[config.mk]
export PLATFORM = sky130hd
export DESIGN_NAME = linear_hash_bucket_addresser_top
export DESIGN_NICKNAME = d
export VERILOG_FILES = /design/src/hdl/lhba_pkg.sv /design/src/hdl/linear_hash_bucket_addresser_top.sv /design/src/hdl/lhba_serial_mod.sv /design/src/hdl/lhba_table.sv
export SDC_FILE = /design/constraint.sdc
export NUM_CORES = 1
export LEC_CHECK = 0
export BUFFER_PORTS_ARGS = -buffer_cell sky130_fd_sc_hd__buf_4
export CAP_MARGIN = 20
export CORE_ASPECT_RATIO = 0.75
export CORE_UTILIZATION = 40
export DETAILED_ROUTE_END_ITERATION = 7
export HOLD_SLACK_MARGIN = 0.02
export PLACE_DENSITY = 0.54
export SYNTH_ARGS = -nofsm -noshare
export SYNTH_HDL_FRONTEND = slang
export SYNTH_SLANG_ARGS = --single-unit
[constraint.sdc]
create_clock -name clk -period 7.4 [get_ports clk]
set_clock_uncertainty 0.15 [all_clocks]
set_input_delay 1.48 -clock clk [delete_from_list [all_inputs] [get_ports clk]]
set_output_delay 1.48 -clock clk [all_outputs]
set_load 0.005 [all_outputs]
[src/hdl/lhba_pkg.sv]
// Shared constants and types for the linear-hashing bucket addresser.
// No dependencies; used by every module of the block.
package lhba_pkg;

  // Field widths
  localparam int KEY_W   = 32;
  localparam int FIELD_W = 12;
  localparam int BASE_W  = 13;
  localparam int ROUND_W = 4;

  // A level is base << round (plus one for the doubled level); this holds it.
  localparam int LEVEL_W = BASE_W + (1 << ROUND_W);

  // Result tdata: bucket, split_from, split_to, padded to whole bytes
  localparam int OUT_W   = ((3 * FIELD_W + 7) / 8) * 8;
  localparam int OUT_PAD = OUT_W - 3 * FIELD_W;

  // Bit-serial step counter width
  localparam int STEP_W = $clog2(KEY_W + 1);

  localparam int MAX_BUCKETS_DEF = 4096;
  localparam logic [BASE_W-1:0] BASE_RESET = BASE_W'(16);

  // Item kinds and result status codes
  localparam logic KIND_ADDR  = 1'b0;
  localparam logic KIND_SPLIT = 1'b1;
  localparam logic STATUS_OK   = 1'b0;
  localparam logic STATUS_FULL = 1'b1;

  // Remainder unit result
  typedef struct packed {
    logic [LEVEL_W-1:0] rem;
    logic               q_lsb;
  } mod_rsp_t;

  // Split answer from the table state
  typedef struct packed {
    logic [FIELD_W-1:0] split_from;
    logic [FIELD_W-1:0] split_to;
    logic               status;
  } split_rsp_t;

endpackage

[src/hdl/linear_hash_bucket_addresser_top.sv]
// Top level of the linear-hashing bucket addresser: item FSM and result register.
// Depends on lhba_pkg, lhba_serial_mod and lhba_table.
//
//  channel  | dir | handshake            | payload
//  ---------+-----+----------------------+------------------------------------------
//  s        | in  | s_tvalid / s_tready  | tdata: key[31:0]; tuser: kind
//  m        | out | m_tvalid / m_tready  | tdata: bucket, split_from, split_to; tuser: status
//  cfg      | in  | cfg_valid/cfg_ready  | cfg_data: base_buckets[12:0]
//
// Address item: after 32 one-bit remainder steps, done is seen (ST_DIV to ST_FIX) and the
// selected bucket is loaded into the result register; the next item is taken in ST_IDLE.
// Split item: the table answer is loaded into the result register from ST_SPLIT.
// One item at a time; a new item is taken while the last result still waits at m.
// Reset (rst, synchronous) restores base 16 and an empty split round.
// A stalled output holds the finishing item until the result register frees up.
module linear_hash_bucket_addresser_top #(
  parameter int MAX_BUCKETS = lhba_pkg::MAX_BUCKETS_DEF
) (
  input  logic                         clk,
  input  logic                         rst,
  input  logic                         s_tvalid,
  output logic                         s_tready,
  input  logic [lhba_pkg::KEY_W-1:0]   s_tdata,   // [31:0] key
  input  logic                         s_tuser,   // [0] kind
  output logic                         m_tvalid,
  input  logic                         m_tready,
  output logic [lhba_pkg::OUT_W-1:0]   m_tdata,   // [11:0] bucket, [23:12] split_from,
                                                  // [35:24] split_to, [39:36] zero
  output logic                         m_tuser,   // [0] status
  input  logic                         cfg_valid,
  output logic                         cfg_ready,
  input  logic [lhba_pkg::BASE_W-1:0]  cfg_data
);

  localparam int CNT_W = $clog2(MAX_BUCKETS + 1);

  typedef enum logic [3:0] {
    ST_IDLE  = 4'b0001,
    ST_DIV   = 4'b0010,
    ST_FIX   = 4'b0100,
    ST_SPLIT = 4'b1000
  } state_t;

  state_t state, state_next;

  logic                         in_acc;
  logic                         out_free;
  logic                         mod_start;
  logic                         mod_done;
  lhba_pkg::mod_rsp_t           mod_rsp;
  logic                         split_go;
  lhba_pkg::split_rsp_t         split_rsp;
  logic [CNT_W-1:0]             ptr;
  logic [lhba_pkg::LEVEL_W-1:0] level;
  logic                         below_ptr;
  logic [lhba_pkg::FIELD_W-1:0] bucket;
  logic                         load_addr;
  logic                         load_split;

  assign cfg_ready = 1'b1;
  assign s_tready  = (state == ST_IDLE);
  assign in_acc    = s_tvalid && s_tready;
  assign out_free  = !m_tvalid || m_tready;
  assign mod_start = in_acc && (s_tuser == lhba_pkg::KIND_ADDR);

  assign load_addr  = (state == ST_FIX) && out_free;
  assign load_split = (state == ST_SPLIT) && out_free;
  assign split_go   = load_split;

  lhba_serial_mod u_mod (
    .clk     (clk),
    .rst     (rst),
    .start   (mod_start),
    .key     (s_tdata),
    .divisor (level),
    .done    (mod_done),
    .rsp     (mod_rsp)
  );

  lhba_table #(
    .MAX_BUCKETS (MAX_BUCKETS),
    .CNT_W       (CNT_W)
  ) u_table (
    .clk       (clk),
    .rst       (rst),
    .cfg_we    (cfg_valid && cfg_ready),
    .cfg_data  (cfg_data),
    .split_go  (split_go),
    .ptr       (ptr),
    .level     (level),
    .split_rsp (split_rsp)
  );

  // Below the pointer the doubled level applies: add level back if quotient is odd
  assign below_ptr = mod_rsp.rem < lhba_pkg::LEVEL_W'(ptr);
  assign bucket    = mod_rsp.rem[lhba_pkg::FIELD_W-1:0] +
                     ((below_ptr && mod_rsp.q_lsb) ? level[lhba_pkg::FIELD_W-1:0] : '0);

  // Item sequencing
  always_comb begin
    state_next = state;
    case (state)
      ST_IDLE: begin
        if (in_acc)
          state_next = (s_tuser == lhba_pkg::KIND_SPLIT) ? ST_SPLIT : ST_DIV;
      end
      ST_DIV: begin
        if (mod_done)
          state_next = ST_FIX;
      end
      ST_FIX: begin
        if (out_free)
          state_next = ST_IDLE;
      end
      ST_SPLIT: begin
        if (out_free)
          state_next = ST_IDLE;
      end
      default: state_next = ST_IDLE;
    endcase
  end

  always_ff @(posedge clk) begin
    if (rst)
      state <= ST_IDLE;
    else
      state <= state_next;
  end

  // Result register
  always_ff @(posedge clk) begin
    if (rst)
      m_tvalid <= 1'b0;
    else if (load_addr || load_split)
      m_tvalid <= 1'b1;
    else if (m_tready)
      m_tvalid <= 1'b0;
  end

  always_ff @(posedge clk) begin
    if (load_addr) begin
      m_tdata <= {{lhba_pkg::OUT_PAD{1'b0}}, {lhba_pkg::FIELD_W{1'b0}},
                  {lhba_pkg::FIELD_W{1'b0}}, bucket};
      m_tuser <= lhba_pkg::STATUS_OK;
    end else if (load_split) begin
      m_tdata <= {{lhba_pkg::OUT_PAD{1'b0}}, split_rsp.split_to,
                  split_rsp.split_from, {lhba_pkg::FIELD_W{1'b0}}};
      m_tuser <= split_rsp.status;
    end
  end

`ifndef SYNTH
  // A refused split carries no bucket indexes
  a_full_zero: assert property (@(posedge clk) disable iff (rst)
    m_tvalid && (m_tuser == lhba_pkg::STATUS_FULL) |-> m_tdata == '0)
    else $error("refused split with nonzero indexes");
`endif

endmodule

[src/hdl/lhba_serial_mod.sv]
// Bit-serial restoring remainder unit: key mod divisor, one key bit a cycle.
// Also returns the lowest quotient bit. Depends on lhba_pkg.
module lhba_serial_mod (
  input  logic                          clk,
  input  logic                          rst,
  input  logic                          start,
  input  logic [lhba_pkg::KEY_W-1:0]    key,
  input  logic [lhba_pkg::LEVEL_W-1:0]  divisor,
  output logic                          done,
  output lhba_pkg::mod_rsp_t            rsp
);

  logic [lhba_pkg::KEY_W-1:0]   key_sr;
  logic [lhba_pkg::LEVEL_W-1:0] rem;
  logic [lhba_pkg::LEVEL_W-1:0] div;
  logic [lhba_pkg::STEP_W-1:0]  count;
  logic                         busy;
  logic                         q_lsb;

  logic [lhba_pkg::LEVEL_W:0] trial;
  logic [lhba_pkg::LEVEL_W:0] diff;
  logic                       ge;

  // One restoring step: shift in next key bit, subtract if it fits
  assign trial = {rem, key_sr[lhba_pkg::KEY_W-1]};
  assign ge    = trial >= {1'b0, div};
  assign diff  = trial - {1'b0, div};

  // Control
  always_ff @(posedge clk) begin
    if (rst) begin
      busy  <= 1'b0;
      done  <= 1'b0;
      count <= '0;
    end else begin
      done <= 1'b0;
      if (start) begin
        busy  <= 1'b1;
        count <= lhba_pkg::STEP_W'(lhba_pkg::KEY_W);
      end else if (busy) begin
        count <= count - 1'b1;
        if (count == lhba_pkg::STEP_W'(1)) begin
          busy <= 1'b0;
          done <= 1'b1;
        end
      end
    end
  end

  // Datapath
  always_ff @(posedge clk) begin
    if (start) begin
      key_sr <= key;
      rem    <= '0;
      div    <= divisor;
      q_lsb  <= 1'b0;
    end else if (busy) begin
      key_sr <= {key_sr[lhba_pkg::KEY_W-2:0], 1'b0};
      rem    <= ge ? diff[lhba_pkg::LEVEL_W-1:0] : trial[lhba_pkg::LEVEL_W-1:0];
      q_lsb  <= ge;
    end
  end

  assign rsp.rem   = rem;
  assign rsp.q_lsb = q_lsb;

`ifndef SYNTH
  // Partial remainder stays below the divisor while stepping
  a_rem_below_div: assert property (@(posedge clk) disable iff (rst)
    busy && !start |=> rem < div)
    else $error("remainder not below divisor");

  // Done is raised in the cycle after the last step, when busy has dropped
  a_done_after_busy: assert property (@(posedge clk) disable iff (rst)
    done |-> $past(busy) && !busy)
    else $error("done without a finishing step");
`endif

endmodule

[src/hdl/lhba_table.sv]
// Table state: base register, split pointer, round, used bucket count and level.
// Answers split items and restarts on a base write. Depends on lhba_pkg.
module lhba_table #(
  parameter int MAX_BUCKETS = lhba_pkg::MAX_BUCKETS_DEF,
  parameter int CNT_W       = $clog2(MAX_BUCKETS + 1)
) (
  input  logic                          clk,
  input  logic                          rst,
  input  logic                          cfg_we,
  input  logic [lhba_pkg::BASE_W-1:0]   cfg_data,
  input  logic                          split_go,
  output logic [CNT_W-1:0]              ptr,
  output logic [lhba_pkg::LEVEL_W-1:0]  level,
  output lhba_pkg::split_rsp_t          split_rsp
);

  localparam int CMP_W = lhba_pkg::BASE_W + CNT_W + 1;
  localparam logic [CNT_W-1:0] MAX_C = CNT_W'(MAX_BUCKETS);

  logic [lhba_pkg::BASE_W-1:0]  base, base_next;
  logic [lhba_pkg::ROUND_W-1:0] round, round_next;
  logic [CNT_W-1:0]             used, used_next;
  logic [CNT_W-1:0]             ptr_next;
  logic [lhba_pkg::LEVEL_W-1:0] level_next;
  logic [CNT_W-1:0]             eff_next;
  logic [CNT_W:0]               ptr_inc;
  logic                         full;
  logic                         wrap;

  // Clamp a base value into 1..MAX_BUCKETS
  function automatic logic [CNT_W-1:0] clamp_base(input logic [lhba_pkg::BASE_W-1:0] b);
    logic [CMP_W-1:0] bx;
    bx = CMP_W'(b);
    if (bx == '0)
      bx = CMP_W'(1);
    if (bx > CMP_W'(MAX_BUCKETS))
      bx = CMP_W'(MAX_BUCKETS);
    return bx[CNT_W-1:0];
  endfunction

  assign full    = used >= MAX_C;
  assign ptr_inc = {1'b0, ptr} + 1'b1;
  assign wrap    = lhba_pkg::LEVEL_W'(ptr_inc) >= level;

  // Next-state selection: reset, restart on base write, split, hold
  always_comb begin
    base_next  = base;
    round_next = round;
    used_next  = used;
    ptr_next   = ptr;
    if (rst || cfg_we) begin
      base_next  = rst ? lhba_pkg::BASE_RESET : cfg_data;
      round_next = '0;
      ptr_next   = '0;
      used_next  = clamp_base(base_next);
    end else if (split_go && !full) begin
      used_next = used + 1'b1;
      if (wrap) begin
        ptr_next   = '0;
        round_next = round + 1'b1;
      end else begin
        ptr_next = ptr_inc[CNT_W-1:0];
      end
    end
    eff_next   = clamp_base(base_next);
    level_next = lhba_pkg::LEVEL_W'(eff_next) << round_next;
  end

  always_ff @(posedge clk) begin
    base  <= base_next;
    round <= round_next;
    used  <= used_next;
    ptr   <= ptr_next;
    level <= level_next;
  end

  // Split answer for the current state
  always_comb begin
    if (full) begin
      split_rsp.split_from = '0;
      split_rsp.split_to   = '0;
      split_rsp.status     = lhba_pkg::STATUS_FULL;
    end else begin
      split_rsp.split_from = lhba_pkg::FIELD_W'(ptr);
      split_rsp.split_to   = lhba_pkg::FIELD_W'(used);
      split_rsp.status     = lhba_pkg::STATUS_OK;
    end
  end

`ifndef SYNTH
  // The split pointer always lies inside the current level
  a_ptr_in_level: assert property (@(posedge clk) disable iff (rst)
    lhba_pkg::LEVEL_W'(ptr) < level)
    else $error("split pointer beyond level");

  // Bucket count never passes capacity
  a_used_cap: assert property (@(posedge clk) disable iff (rst)
    used <= MAX_C)
    else $error("used buckets beyond capacity");

  // A refused split leaves the pointer alone
  a_full_holds: assert property (@(posedge clk) disable iff (rst)
    split_go && full && !cfg_we |=> $stable(ptr))
    else $error("refused split moved the pointer");
`endif

endmodule

==> results.cfg, run 1 <==
[outcome]
status = finished, final reports clean

[worst_hold_path]
hold_path.class = register to register
hold-path-endpoint = u_mod.div[23]
min-delay-start = u_table.level[23]
hold_depth = 0

[floorplan]
die_w_um = 200
pin_count = 95
rows = 53
die_h_um = 150
core-area_um2 = 28400
dieArea_um2 = 30000
initial_core_util_pct = 41.2

[drt]
vias = 9252
drcViolationCount = 0
via_per_inst = 5.26
wl_met3_um = 1550
wl_met2_um = 11800
highest_layer = met4
routed_wl_um = 30400
drtIter0Drc = 689
first_pass_iters = 5
antenna_left = 0
route.layer.met1.wl_um = 16400
wl_per_cell_um = 17.3

[pwr]
p_per_area_nw_per_um2 = 320
worst_ir_drop_vdd_v = 0.000185
p_leak_nw = 5.67

[clock_network]
cts_max_path_buffers = 3
postCtsSetupBuffers = 0
cts_resized = 0
cts.clk_slew.worst_paths_ns = 0.06
cts_htree_levels = 1
cts_tree = yes
cts-root-buf = clkbuf_16
cts_buffers = 24
insertion_delay_ns = 0.53
clock-sinks = 211
ctsHoldBuffers = 0

[placement]
io_buffers = 89
pre_cts_slack_ns = 1.89
dp_hpwl_um = 21900
routabilityCongestion = 0.872
place_inst = 1714

[critical_path]
worst-path-max-fanout = 16
cp_top_family = compound AO/OA/AOI/OAI gates
reg2regPathDepth = 18
crit_required_ns = 7.66
slowest_delay_ns = 0.63
r2r-end = u_table.level[17]
crit_chain = ha_1 -> nand3_1 -> nor4_1 -> and3_1 -> nand3_1 -> xnor2_1 -> ha_1 -> o21ai_0 -> nor2_1 -> o32a_1 -> a221o_1 -> nand4_1 -> nor3_1 -> a21oi_2 -> inv_1 -> a211o_1 -> o21ai_0 -> o22ai_1
r2r_setup_slack_ns = 1.84
slowest_stage = nor4_1
worstPathArrival_ns = 5.82
cp_num_buf_inv = 1
worstSetupEndpointType = register
crit_type = register to register
rr_startpoint = u_table.ptr[0]
cp-start-kind = register

[flow_run]
max_cap_viol_count = 0

[finish]
layout-drive-gt1-share_pct = 12.1
syn_to_final_growth_pct = 15.7
layout_common_cells = nand2_1, dfxtp_1, nor2_1
nNetsFinal = 1480
final_common_cell = nand2_1
finalNonFillerCells = 1759
antennaDiodeCount = 0

[logic_synthesis]
synth_area_leaders = edfxtp_1, dfxtp_1, ha_1
ys_types = 83
syn_inst = 1280
synth-seq-cells = 211
yosysTopAreaCellShare_pct = 21.8
yosysWarnings = 0
synth_enable_flop_cells = 85
synth.avg_cell_area_um2 = 9.15
ys_seq_area_share_pct = 43.4
netlist_area_um2 = 11700
async_flop_share_pct = 0
synthFlopType = dfxtp_1
yosysTopAreaCell = edfxtp_1

[sta]
final.setup.tns_ns = 0
rsz0062_at_grt = false
hold_viol_final = 0
drv_slew = 0
setup_slack_ns = 1.84
fin_hold_ws_ns = 0.283
finalSetupViolations = 0
period_share_pct = 75.1
slew_headroom_pct = 30.4
max_freq_mhz = 180
max_slew.worst_pin.slew_ns = 1.04
min_period_ns = 5.56

[grt]
grt_pass1_wl_um = 47800
grt_pass1_vias = 8555
grt_max_degree = 60
antenna_found_initial = 0
grt_use_total_pct = 20.4
grt_overflow = 0
==> layer usage <==
layer  global-route usage, %  vias up
li1                        -     4704
met1                    32.6     4289
met2                    27.5      204
met3                    3.85       55
met4                    5.11        0
met5                       0        -
==> sequential cells by signal, summed over array words and instances, names as in the netlist, 6 cells and up <==
name and cells:
m_tdata 36, u_mod.key_sr 32, u_mod.rem 29, u_mod.div 28
u_table.level 28, u_table.base 13, u_table.ptr 13, u_table.used 13
u_mod.count 6
==> cell type report <==
| cell class | count | area (um^2) |
|---|---|---|
| fillers | 2792 | 14800 |
| multi-input cells | 925 | 6050 |
| flip-flops and latches | 211 | 5080 |
| repair buffers | 101 | 759 |
| clock buffers | 32 | 651 |
| well taps | 385 | 482 |
| inverters | 93 | 357 |
| clock inverters | 12 | 166 |
==> stage by stage <==
| step | area (um^2) | power (mW) | util (%) |
|---|---|---|---|
| 2_1_floorplan | 11700 | 2.67 | - |
| 3_3_place_gp | 12700 | 3.09 | 44.8 |
| 3_5_place_dp | 12700 | 3.10 | 44.8 |
| 4_1_cts | 13500 | 4.36 | 47.7 |
| 5_1_grt | 13500 | 4.61 | 47.7 |
| 6_report | 13500 | 4.34 | 47.7 |
==> power by group <==
group | leakage (nW) | switching (mW) | internal [mW]
Combinational | 3.44 | 0.839 | 0.657
Clock | 0.399 | 0.486 | 0.757
Sequential | 1.83 | 0.201 | 1.40
Total | 5.67 | 1.53 | 2.81
==> Yosys cell counts, drive strengths merged (24+ instances only) <==
library cell	number
a21oi	59
nand3	28
nor2	102
mux2i	52
xnor2	32
edfxtp	85
nand2	185
inv	92
ha	71
o21ai	70
nor3	28
a22o	24
clkbuf	38
dfxtp	126
==> kinds of logic after synthesis <==
group	Yosys count	synth area share, %
AO/OA/AOI/OAI	279	15.9
adder cells (fa/ha/maj)	73	7.93
buffers and inverters	147	5.15
other	2	0.0642
multiplexers	61	5.55
XOR/XNOR	52	3.89
flip-flops	211	43.4
AND/OR/NAND/NOR	455	18.2
==> how the worst max path moves through the flow <==
stage                               from                 to  slack (ns)  cells past startpoint
after global placement    u_table.ptr[0]  u_table.level[17]        2.07                     18
after global routing      u_table.ptr[0]  u_table.level[17]        1.39                     18
final                     u_table.ptr[0]  u_table.level[17]        1.84                     18
after detailed placement  u_table.ptr[0]  u_table.level[17]        1.89                     18
after CTS                 u_table.ptr[0]  u_table.level[17]        1.87                     18
after floorplan           u_table.ptr[0]  u_table.level[16]        2.83                     19
Power figures use the tool's default switching activity.
==> run 2: changes to the inputs <==
==> constraint.sdc (replaced) <==
create_clock -name clk -period 5.51 [get_ports clk]
set_clock_uncertainty 0.15 [all_clocks]
set_input_delay 1.102 -clock clk [delete_from_list [all_inputs] [get_ports clk]]
set_output_delay 1.102 -clock clk [all_outputs]
set_load 0.005 [all_outputs]
==> run 2 against run 1 <==
  * Critical path depth is 1 lower
  * Count of clock-buffer cells in the layout is 3 lower
  * Hold slack hardly changed
  * Maximum frequency is 12% higher
  * Setup slack worse by 1.3 ns
  * Power is 33% higher
  * Register-to-register slack worse by 1.3 ns
  * Routed wire length is 1.3% higher
  * Non-clock buffer count is 4 higher
  * Utilization is 0.066 points higher
==> results.cfg, run 2 (same netlist as run 1, synthesis figures left out) <==
[outcome]
status = finished, final reports clean

[sta]
drv_slew = 0
hold_viol_final = 0
final.setup.tns_ns = 0
slew_headroom_pct = 29.7
finalSetupViolations = 0
period_share_pct = 90.5
max_freq_mhz = 201
min_period_ns = 4.98
max_slew.worst_pin.slew_ns = 1.05
rsz0062_at_grt = false

[clock_network]
cts_buffers = 23
insertion_delay_ns = 0.53
postCtsSetupBuffers = 0
cts-root-buf = clkbuf_16
cts_tree = yes
cts_max_path_buffers = 3
cts.clk_slew.worst_paths_ns = 0.06
clock-sinks = 211
cts_htree_levels = 1

[placement]
dp_hpwl_um = 22500
routabilityCongestion = 0.879
io_buffers = 89

[pwr]
p_leak_nw = 5.68
p_per_area_nw_per_um2 = 424
worst_ir_drop_vdd_v = 0.000223
fin_total_pwr_mw = 5.76

[finish]
top_regs = m_tdata x36, u_mod.key_sr x32, u_mod.rem x29
multi_input_area_um2 = 6060
largest_reg_flops = 36
antennaDiodeCount = 0
final_common_cell = nand2_1
layout-drive-gt1-share_pct = 12.9
nFillCells = 2798
regArea_um2 = 5080
syn_to_final_growth_pct = 15.9
layout_common_cells = nand2_1, dfxtp_1, buf_4
nNetsFinal = 1483
largest-register = m_tdata

[critical_path]
cp-start-kind = register
worstSetupEndpointType = register
worstPathArrival_ns = 5.29
crit_required_ns = 5.82
worst-path-max-fanout = 10
crit_type = register to register

[drt]
antenna_left = 0
wl_per_cell_um = 17.5
drtIter0Drc = 599
first_pass_iters = 5
routed_wl_um = 30800
drcViolationCount = 0
vias = 9363
via_per_inst = 5.32

[floorplan]
pin_count = 95
dieArea_um2 = 30000
core-area_um2 = 28400
rows = 53
die_h_um = 150
initial_core_util_pct = 41.2
die_w_um = 200

[worst_hold_path]
hold_path.class = register to register

[grt]
grtUsageMet1_pct = 32.8
grt_use_met3_pct = 2.89
grt_max_degree = 61
grt_use_total_pct = 20.5
grt_pass1_wl_um = 48500
antenna_found_initial = 0
grt_pass1_vias = 8692
top_usage_layer = met1
grt_overflow = 0
grt_util_met2_pct = 28.7

[flow_run]
max_cap_viol_count = 0
run 2: changes by cell type in the layout (fill, tap and decap cells not counted), moves of 2 or more:
cell,change
buf_4,+5
clkbuf_1,-5
clkbuf_8,+3
clkinv_1,-3
clkinvlp_4,+3
bufinv_16,-2
clkinv_2,+2
run 2: cell type report:
class | instances | share of cell area [%]
clock buffers | 29 | 4.78
clock inverters | 13 | 1.03
inverters | 93 | 2.63
multi-input cells | 925 | 44.7
flip-flops and latches | 211 | 37.4
well taps | 385 | 3.55
repair buffers | 105 | 5.90
run 2: critical path, stage by stage, from the launching register on:
cell     delay (ns)
dfxtp_1        0.46
ha_1           0.24
nand3_1        0.16
nor4_2         0.45
and3_1         0.30
nand3_1        0.11
xnor2_1        0.25
ha_1           0.29
nand4_1        0.16
nor2_1         0.10
o32a_1         0.29
a221o_1        0.45
mux2_4         0.43
inv_8          0.12
mux2_4         0.32
o22a_1         0.22
or3_1          0.31
nand3_1        0.10
run 2: what timing repair did:
item | 4_1_cts | 5_1_grt
endpoints found under the hold margin | 0 | 0
hold buffers | 0 | 0
resized for setup | 0 | 1
endpoints found under the setup margin | 0 | 12
run 2: per-stage QoR:
stage / instances / hold WS (ns) / setup WS (ns) / util (%) / cell area [um^2]
detailed placement: 1718 / 0.268 / 0.389 / 44.9 / 12700
global route: 1761 / 0.299 / 0.0920 / 47.8 / 13600
global placement: 1718 / 0.268 / 0.620 / 44.9 / 12700
CTS: 1760 / 0.283 / 0.375 / 47.7 / 13500
floorplan: 1283 / 0.258 / 0.939 / - / 11700
finish: 1761 / 0.283 / 0.526 / 47.8 / 13600
run 2: path summary, 6_finish.rpt:
check / startpoint / slack (ns) / to / cells after the start
min: u_table.level[26] / 0.28 / u_mod.div[26] / 0
max reg2reg: u_table.ptr[0] / 0.53 / u_table.level[16] / 17
min reg2reg: u_table.level[26] / 0.28 / u_mod.div[26] / 0
max: u_table.ptr[0] / 0.53 / u_table.level[16] / 17
run 2: routing by layer:
metal	vias to the layer above	share of wire, %	wire length (um)
li1	4720	-	-
met1	4414	54	16800
met2	196	40	12300
met3	33	4.1	1250
met4	0	1.5	465
met5	-	0	0
run 2: power breakdown:
part           leakage, nW  total [mW]  switching, mW  internal (mW)
registers             1.83        2.12          0.245           1.88
logic                 3.46        2.05           1.15          0.893
clock network        0.384        1.59          0.654          0.934
total                 5.68        5.76           2.05           3.70
